--- config.mk ---
export PLATFORM = sky130hd
export DESIGN_NAME = cube_sphere_index_generator
export DESIGN_NICKNAME = d
export VERILOG_FILES = /design/src/csig_pkg.sv /design/src/cube_sphere_index_generator.sv
export SDC_FILE = /design/constraint.sdc
export NUM_CORES = 2
export LEC_CHECK = 0
export BUFFER_PORTS_ARGS = -buffer_cell sky130_fd_sc_hd__buf_2
export CORE_MARGIN = 2
export CORE_UTILIZATION = 45
export CTS_BUF_LIST = sky130_fd_sc_hd__clkbuf_8
export CTS_CLUSTER_DIAMETER = 150
export DETAILED_ROUTE_END_ITERATION = 10
export SLEW_MARGIN = 10
export SYNTH_ARGS = -nofsm -noshare
export SYNTH_HDL_FRONTEND = slang
export SYNTH_SLANG_ARGS = --single-unit
--- constraint.sdc ---
create_clock -name clk -period 31 [get_ports clk]
set_input_delay 6.2 -clock clk [delete_from_list [all_inputs] [get_ports clk]]
set_output_delay 6.2 -clock clk [all_outputs]
set_load 0.02 [all_outputs]
--- src/csig_pkg.sv ---
`default_nettype none
// ----------------------------------------------------------------------------
// csig_pkg
// Shared widths, codes and constants of the cube-sphere index generator.
// ----------------------------------------------------------------------------
package csig_pkg;

  localparam int TYPE_W             = 2;
  localparam int COL_W              = 10;
  localparam int ROW_W              = 8;
  localparam int RES_W              = 9;
  localparam int RING_W             = RES_W + 2;
  localparam int IDX_W              = 19;
  localparam int NUM_IDX            = 6;
  localparam int LEFT_W             = $clog2(NUM_IDX + 1);
  localparam int DEF_MAX_RESOLUTION = 256;
  localparam int MIN_RESOLUTION     = 2;
  localparam logic [RES_W-1:0] RES_RESET = RES_W'(2);

  typedef enum logic [TYPE_W-1:0] {
    REQ_SIDE    = 2'd0,
    REQ_TOP     = 2'd1,
    REQ_BOTTOM  = 2'd2,
    REQ_INVALID = 2'd3
  } req_t;

  typedef logic [IDX_W-1:0] idx_t;

endpackage
`default_nettype wire

--- src/cube_sphere_index_generator.sv ---
`default_nettype none
// ----------------------------------------------------------------------------
// cube_sphere_index_generator
// Turns one quad request into the six vertex indices of its two triangles,
// or into one zero index when the request is rejected.
// Path: the first index of a request goes through the input register and then
//   the result buffer, which it enters once the result buffer is free.
// Throughput: one index word per cycle while out_ready is high, set by the
//   single-index result channel; a valid request gives 6 words, a rejected 1.
// Reset: clears both stage valids and loads resolution with 2; ready ports are
//   held low while rst is high.
// ----------------------------------------------------------------------------
module cube_sphere_index_generator
  import csig_pkg::*;
#(
  parameter int MAX_RESOLUTION = DEF_MAX_RESOLUTION
) (
  input  wire logic              clk,
  input  wire logic              rst,
  // configuration write channel
  input  wire logic              cfg_valid,
  output logic                   cfg_ready,
  input  wire logic [RES_W-1:0]  cfg_data,
  // request channel
  input  wire logic              in_valid,
  output logic                   in_ready,
  input  wire logic [TYPE_W-1:0] req_type,
  input  wire logic [COL_W-1:0]  quad_col,
  input  wire logic [ROW_W-1:0]  quad_row,
  // index channel
  output logic                   out_valid,
  input  wire logic              out_ready,
  output logic [IDX_W-1:0]       vtx_index,
  output logic                   last,
  output logic                   bad_request
);

  // --------------------------------------------------------------------------
  // Resolution register and the grid constants derived from it. The derived
  // registers load from the clamped next value, so they match it clamped.
  // --------------------------------------------------------------------------
  logic [RES_W-1:0]  resolution, res_next;
  logic [RES_W-1:0]  r_eff;
  logic [RES_W-1:0]  edge_n, edge_n_next;      // R-1
  logic [RES_W-1:0]  inner_w, inner_w_next;    // R-2, interior row width
  logic [RING_W-1:0] ring_len, ring_len_next;  // 4(R-1), side row length
  logic [RING_W-1:0] three_n, three_n_next;    // 3(R-1)
  idx_t              top_base, top_base_next;  // first top interior vertex
  idx_t              bot_base, bot_base_next;  // first bottom interior vertex
  idx_t              bot_off, bot_off_next;    // first vertex of last side row
  idx_t              inner_sq;

  assign cfg_ready = !rst;

  always_comb begin
    res_next = resolution;
    if (rst) begin
      res_next = RES_RESET;
    end else if (cfg_valid && cfg_ready) begin
      res_next = cfg_data;
    end

    // clamp into [2, MAX_RESOLUTION]
    if (int'(res_next) < MIN_RESOLUTION) begin
      r_eff = RES_W'(MIN_RESOLUTION);
    end else if (int'(res_next) > MAX_RESOLUTION) begin
      r_eff = RES_W'(MAX_RESOLUTION);
    end else begin
      r_eff = res_next;
    end

    edge_n_next   = r_eff - RES_W'(1);
    inner_w_next  = r_eff - RES_W'(2);
    ring_len_next = {edge_n_next, 2'b00};
    three_n_next  = ring_len_next - RING_W'(edge_n_next);
    top_base_next = IDX_W'(ring_len_next) * IDX_W'(r_eff);
    inner_sq      = IDX_W'(inner_w_next) * IDX_W'(inner_w_next);
    bot_base_next = top_base_next + inner_sq;
    bot_off_next  = IDX_W'(edge_n_next) * IDX_W'(ring_len_next);
  end

  always_ff @(posedge clk) begin
    resolution <= res_next;
    edge_n     <= edge_n_next;
    inner_w    <= inner_w_next;
    ring_len   <= ring_len_next;
    three_n    <= three_n_next;
    top_base   <= top_base_next;
    bot_base   <= bot_base_next;
    bot_off    <= bot_off_next;
  end

  // --------------------------------------------------------------------------
  // Input register. A new word is taken when it is empty or the held one moves on.
  // --------------------------------------------------------------------------
  logic             s1_valid;
  req_t             s1_type;
  logic [COL_W-1:0] s1_col;
  logic [ROW_W-1:0] s1_row;

  // Result buffer: six indices shifted out one per handshake.
  logic              ob_valid;
  idx_t              ob_idx [NUM_IDX];
  logic [LEFT_W-1:0] ob_left;
  logic              ob_bad;

  logic out_fire, ob_free, s1_move, in_fire;

  assign out_fire = ob_valid && out_ready;
  assign ob_free  = !ob_valid || (out_fire && last);
  assign s1_move  = s1_valid && ob_free;
  assign in_ready = !rst && (!s1_valid || ob_free);
  assign in_fire  = in_valid && in_ready;

  // --------------------------------------------------------------------------
  // Index of face grid point (hx, hy). Edge points live in the first (top) or
  // last (bottom) side row; interior points in the face's own block.
  // --------------------------------------------------------------------------
  function automatic idx_t face_vertex(
    input logic [COL_W-1:0]  hx,
    input logic [ROW_W:0]    hy,
    input idx_t              ymul,   // (hy-1)*(R-2)
    input idx_t              off,
    input idx_t              base,
    input logic [RES_W-1:0]  n,
    input logic [RING_W-1:0] ring,
    input logic [RING_W-1:0] three
  );
    idx_t res;
    if (hy == '0) begin
      res = off + IDX_W'(hx);
    end else if (RING_W'(hy) == RING_W'(n)) begin
      res = off + IDX_W'(three) - IDX_W'(hx);
    end else if (hx == '0) begin
      res = off + IDX_W'(ring) - IDX_W'(hy);
    end else if (RING_W'(hx) == RING_W'(n)) begin
      res = off + IDX_W'(n) + IDX_W'(hy);
    end else begin
      res = base + IDX_W'(hx) - IDX_W'(1) + ymul;
    end
    return res;
  endfunction

  // --------------------------------------------------------------------------
  // Index generation from the input register.
  // --------------------------------------------------------------------------
  logic              ok, bottom;
  idx_t              row_ring, row_inner;
  logic [RING_W-1:0] col_p1, b_col;
  idx_t              side_a, side_b;
  idx_t              off, base;
  logic [COL_W-1:0]  hx1;
  logic [ROW_W:0]    hy0, hy1;
  idx_t              p00, p10, p01, p11;
  idx_t              v_calc [NUM_IDX];

  always_comb begin
    if (s1_type == REQ_SIDE) begin
      ok = (RING_W'(s1_col) < ring_len) && (RES_W'(s1_row) < edge_n);
    end else if (s1_type == REQ_INVALID) begin
      ok = 1'b0;
    end else begin
      ok = (RING_W'(s1_col) < RING_W'(edge_n)) && (RES_W'(s1_row) < edge_n);
    end
    bottom = (s1_type == REQ_BOTTOM);

    row_ring  = IDX_W'(s1_row) * IDX_W'(ring_len);
    row_inner = IDX_W'(s1_row) * IDX_W'(inner_w);

    // side band, last column wraps onto the seam
    col_p1 = RING_W'(s1_col) + RING_W'(1);
    b_col  = (col_p1 == ring_len) ? '0 : col_p1;
    side_a = IDX_W'(s1_col) + row_ring;
    side_b = IDX_W'(b_col) + row_ring;

    // top and bottom faces
    off  = bottom ? bot_off : '0;
    base = bottom ? bot_base : top_base;
    hx1  = s1_col + COL_W'(1);
    hy0  = {1'b0, s1_row};
    hy1  = hy0 + (ROW_W + 1)'(1);
    p00  = face_vertex(s1_col, hy0, row_inner - IDX_W'(inner_w), off, base,
                       edge_n, ring_len, three_n);
    p10  = face_vertex(hx1, hy0, row_inner - IDX_W'(inner_w), off, base,
                       edge_n, ring_len, three_n);
    p01  = face_vertex(s1_col, hy1, row_inner, off, base,
                       edge_n, ring_len, three_n);
    p11  = face_vertex(hx1, hy1, row_inner, off, base,
                       edge_n, ring_len, three_n);

    for (int k = 0; k < NUM_IDX; k++) begin
      v_calc[k] = '0;
    end
    if (!ok) begin
      // rejected request: single zero index, already cleared above
    end else if (s1_type == REQ_SIDE) begin
      v_calc[0] = side_a;
      v_calc[1] = side_b;
      v_calc[2] = side_b + IDX_W'(ring_len);
      v_calc[3] = side_a;
      v_calc[4] = side_b + IDX_W'(ring_len);
      v_calc[5] = side_a + IDX_W'(ring_len);
    end else if (bottom) begin
      v_calc[0] = p00;
      v_calc[1] = p10;
      v_calc[2] = p11;
      v_calc[3] = p00;
      v_calc[4] = p11;
      v_calc[5] = p01;
    end else begin
      // top face: reversed winding
      v_calc[0] = p00;
      v_calc[1] = p11;
      v_calc[2] = p10;
      v_calc[3] = p11;
      v_calc[4] = p00;
      v_calc[5] = p01;
    end
  end

  // --------------------------------------------------------------------------
  // Control registers.
  // --------------------------------------------------------------------------
  always_ff @(posedge clk) begin
    if (rst) begin
      s1_valid <= 1'b0;
      ob_valid <= 1'b0;
      ob_left  <= '0;
    end else begin
      if (in_fire) begin
        s1_valid <= 1'b1;
      end else if (s1_move) begin
        s1_valid <= 1'b0;
      end

      if (s1_move) begin
        ob_valid <= 1'b1;
        ob_left  <= ok ? LEFT_W'(NUM_IDX) : LEFT_W'(1);
      end else if (out_fire) begin
        ob_valid <= !last;
        ob_left  <= ob_left - LEFT_W'(1);
      end
    end
  end

  // --------------------------------------------------------------------------
  // Payload registers: capture the request, load or shift the result buffer.
  // --------------------------------------------------------------------------
  always_ff @(posedge clk) begin
    if (in_fire) begin
      s1_type <= req_t'(req_type);
      s1_col  <= quad_col;
      s1_row  <= quad_row;
    end

    if (s1_move) begin
      ob_idx <= v_calc;
      ob_bad <= !ok;
    end else if (out_fire) begin
      // advance to the next corner
      for (int k = 0; k < NUM_IDX - 1; k++) begin
        ob_idx[k] <= ob_idx[k+1];
      end
    end
  end

  assign out_valid   = ob_valid;
  assign vtx_index   = ob_idx[0];
  assign last        = (ob_left == LEFT_W'(1));
  assign bad_request = ob_bad;

endmodule
`default_nettype wire

==> impl_results.md <==
- Status: completed
- Post CTS Setup Buffer Count: 0
- Hold Buf Count CTS: 0
- Core Footprint: 85500 sq um
- CP endpoint kind: flip-flop
- Crit Path Class: input pin to flip-flop
- Clk_lat worst skew: 0.73 ns
- Final Skew: 0.0641 ns
- Slowest CP cell: clkinv_1
- TritonCTS buffer count: 47
- Remaining antenna violation count: 0
- Clock sink count: 225
- Part of the Yosys area used for sequential elements: 0.150
- Nature of the critical path startpoint: input pin
- Max-cap violations: 0
- Row count: 107
- Worst-path clk slew: 0.06 ns
- Total GRT Usage: 0.325
- Synth Register Bits: 225
- Predominant post-synthesis flop cell: edfxtp_1
- Layout cells sized above 1: 0.0598
- Yosys warnings: 0
- Fin. max-slew vios: 0
- Hold_ws: 0.481 ns
- Post-synth EDFFs: 135
- Initial DRC count: 3584
- CP arrival: 15.32 ns
- # setup viols final: 0
- Drt wl/cell: 24.5 um
- Boundary Pins: 58
- Rel. slew slack: 0.110
- Final wirelength: 148 mm
- Routed vias: 36677
- Max Root-Sink Buffers: 3
- Vias in the first global route: 35661
- Setup_tns: 0 ns
- Overflow after GRT: 0
- WP data required: 31.62 ns
- Final min period: 14.70 ns
- Dpl hpwl: 117 mm
- Initial antenna violation count: 4
- Die height: 298 um
- DR DRC count: 0
- Hold Vio Cnt, Final: 0
- Final Util: 0.485
- Die Wd: 298 um
- WP buf/inv: 7
- Hold Crit Class: flip-flop to flip-flop
- Die Area: 89100 sq um
- Crit Path Max Fanout: 22
- Cell area after synthesis: 39000 sq um
- Final worst path period share: 0.474
- Initial core utilization: 0.456
- Fillers: 8544
- Area growth syn-to-layout: 6.35%
- RSZ-0062 raised after global routing: no
- Ys async rst share: 0
- F_max: 68.0 MHz
- Largest net degree at the start of global routing: 67
- Cells resized by post-CTS repair: 0
- Cell Count Post-Placement: 5961
- Library cells used by synthesis: 109
- Final net count: 5610
- Drt pass-1 iters: 7
- Crit-path leading delay family: adder cells
- CTS tree: yes
- H-tree Lvls: 2
- Mean Syn Cell Area: 7.99 sq um
- Cells after Synth: 4884
- Wire length of the first global-routing pass: 221 mm
- Gp weighted congestion: 1.03
- Via-per-instance ratio: 6.07
- Layout Cells excl Fill: 6043
- CTS root buf: clkbuf_8
- Worst-Margin Slew: 1.32 ns
- Max incr delay on CP: 0.72 ns
- Port-buffer cells: 57
## final timing paths
path,depth (start not counted),end,slack [ns],from
max,34,bot_base[18],16.30,cfg_valid
min,2,ob_left[2],0.48,ob_left[2]
max reg2reg,25,ob_idx[53],21.27,s1_row[3]
min reg2reg,2,ob_left[2],0.48,ob_left[2]
## area by class of cell
class                      instances  area (sq um)  share of cell area
timing repair buffer             136           878              0.0212
sequential                       225          5860               0.141
inverter                         527          1980              0.0477
antenna                            2          5.00            0.000121
clock inverter                    27           233             0.00561
multi-input combinational       3929         30400               0.732
clock buffer                      53           729              0.0176
tap                             1144          1430              0.0345
## cells in the mapped netlist (53+ instances only)
cell type / n / area (sq um)
inv_1: 508 / 1910
o21ai_1: 53 / 265
a21oi_1: 290 / 1450
ha_1: 481 / 6020
edfxtp_1: 135 / 4050
a21o_1: 89 / 668
xnor2_1: 280 / 2450
nor2_1: 495 / 1860
nand2_1: 432 / 1620
xor2_1: 116 / 1020
clkbuf_1: 148 / 556
o21a_1: 58 / 435
nor3_1: 94 / 470
o21ai_0: 199 / 996
a211oi_1: 86 / 646
dfxtp_1: 90 / 1800
fa_1: 229 / 4580
o211ai_1: 82 / 616
nand3_1: 96 / 480
## worst register-to-register path, cell delays in order, from the launching register on
cell,delay (ns)
edfxtp_1,0.75
inv_1,0.79
nor2_1,0.16
fa_1,0.46
fa_1,0.47
fa_1,0.55
inv_1,0.05
fa_1,0.47
inv_1,0.04
ha_1,0.35
o211ai_1,0.14
o211ai_1,0.49
a21boi_0,0.40
xor2_1,0.59
ha_1,0.39
inv_1,0.10
a211oi_1,0.06
a221oi_1,0.44
o21bai_1,0.15
maj3_2,0.36
maj3_2,0.35
nand4_1,0.10
nor4bb_1,1.10
a21oi_1,0.27
o21ai_1,0.26
o311ai_1,0.13
## per-layer routing
metal	track usage	part of all wire	up-vias
met3	0.0570	0.082	354
met2	0.524	0.45	1611
li1	-	-	17090
met5	0	0.00018	-
met1	0.430	0.42	17618
met4	0.135	0.048	4
## per-stage QoR
| stage | setup WS (ns) | cell area, sq um |
|---|---|---|
| after CTS | 16.36 | 41500 |
| after detailed placement | 15.66 | 40500 |
| after global placement | 15.84 | 40500 |
| final | 16.30 | 41500 |
| after floorplan | 16.49 | 39100 |
| after global routing | 15.63 | 41500 |
## registers in the layout, summed over array words and instances (netlist names)
signal       cells
bad_request      1
inner_w          8
resolution       9
ob_left          3
top_base        16
s1_type          2
three_n         11
ob_idx          95
vtx_index       19
out_valid        1
s1_col          10
s1_valid         1
bot_base        18
s1_row           8
ring_len         8
bot_off         15
## placed cells by master (no fill, tap or decap), types with 28 or more instances in the layout
cell type,Yosys,routed
inv_1,508,520
nor2_1,495,494
ha_1,481,481
nand2_1,432,431
a21oi_1,290,290
xnor2_1,280,280
fa_1,229,229
o21ai_0,199,199
edfxtp_1,135,135
xor2_1,116,116
nand3_1,96,96
nor3_1,94,92
dfxtp_1,90,90
a21o_1,89,89
a211oi_1,86,86
o211ai_1,82,82
buf_4,20,79
o21a_1,58,58
buf_2,28,57
o21ai_1,53,53
clkbuf_8,0,53
mux2i_1,48,48
and2_1,47,47
nand2b_1,48,47
nor2b_1,41,40
o21bai_1,37,37
a31oi_1,36,36
nor4_1,33,30
nand4_1,30,30
a22o_1,29,29
or3_1,28,28
## kinds of logic (layout without fill, tap and decap cells)
| logic type | count (synthesis) | after routing | share of synthesized area |
|---|---|---|---|
| buffers and inverters | 741 | 743 | 0.0741 |
| multiplexers | 61 | 61 | 0.0161 |
| AO/OA/AOI/OAI | 1257 | 1257 | 0.218 |
| AND/OR/NAND/NOR | 1478 | 1478 | 0.176 |
| XOR/XNOR | 401 | 401 | 0.0918 |
| flip-flops | 225 | 225 | 0.150 |
| adder cells (fa/ha/maj) | 719 | 719 | 0.274 |
| other | 2 | 15 | 0.000193 |
Power is not shown: default switching activity piles up to over one toggle a cycle in this logic, so the estimate is an artifact.
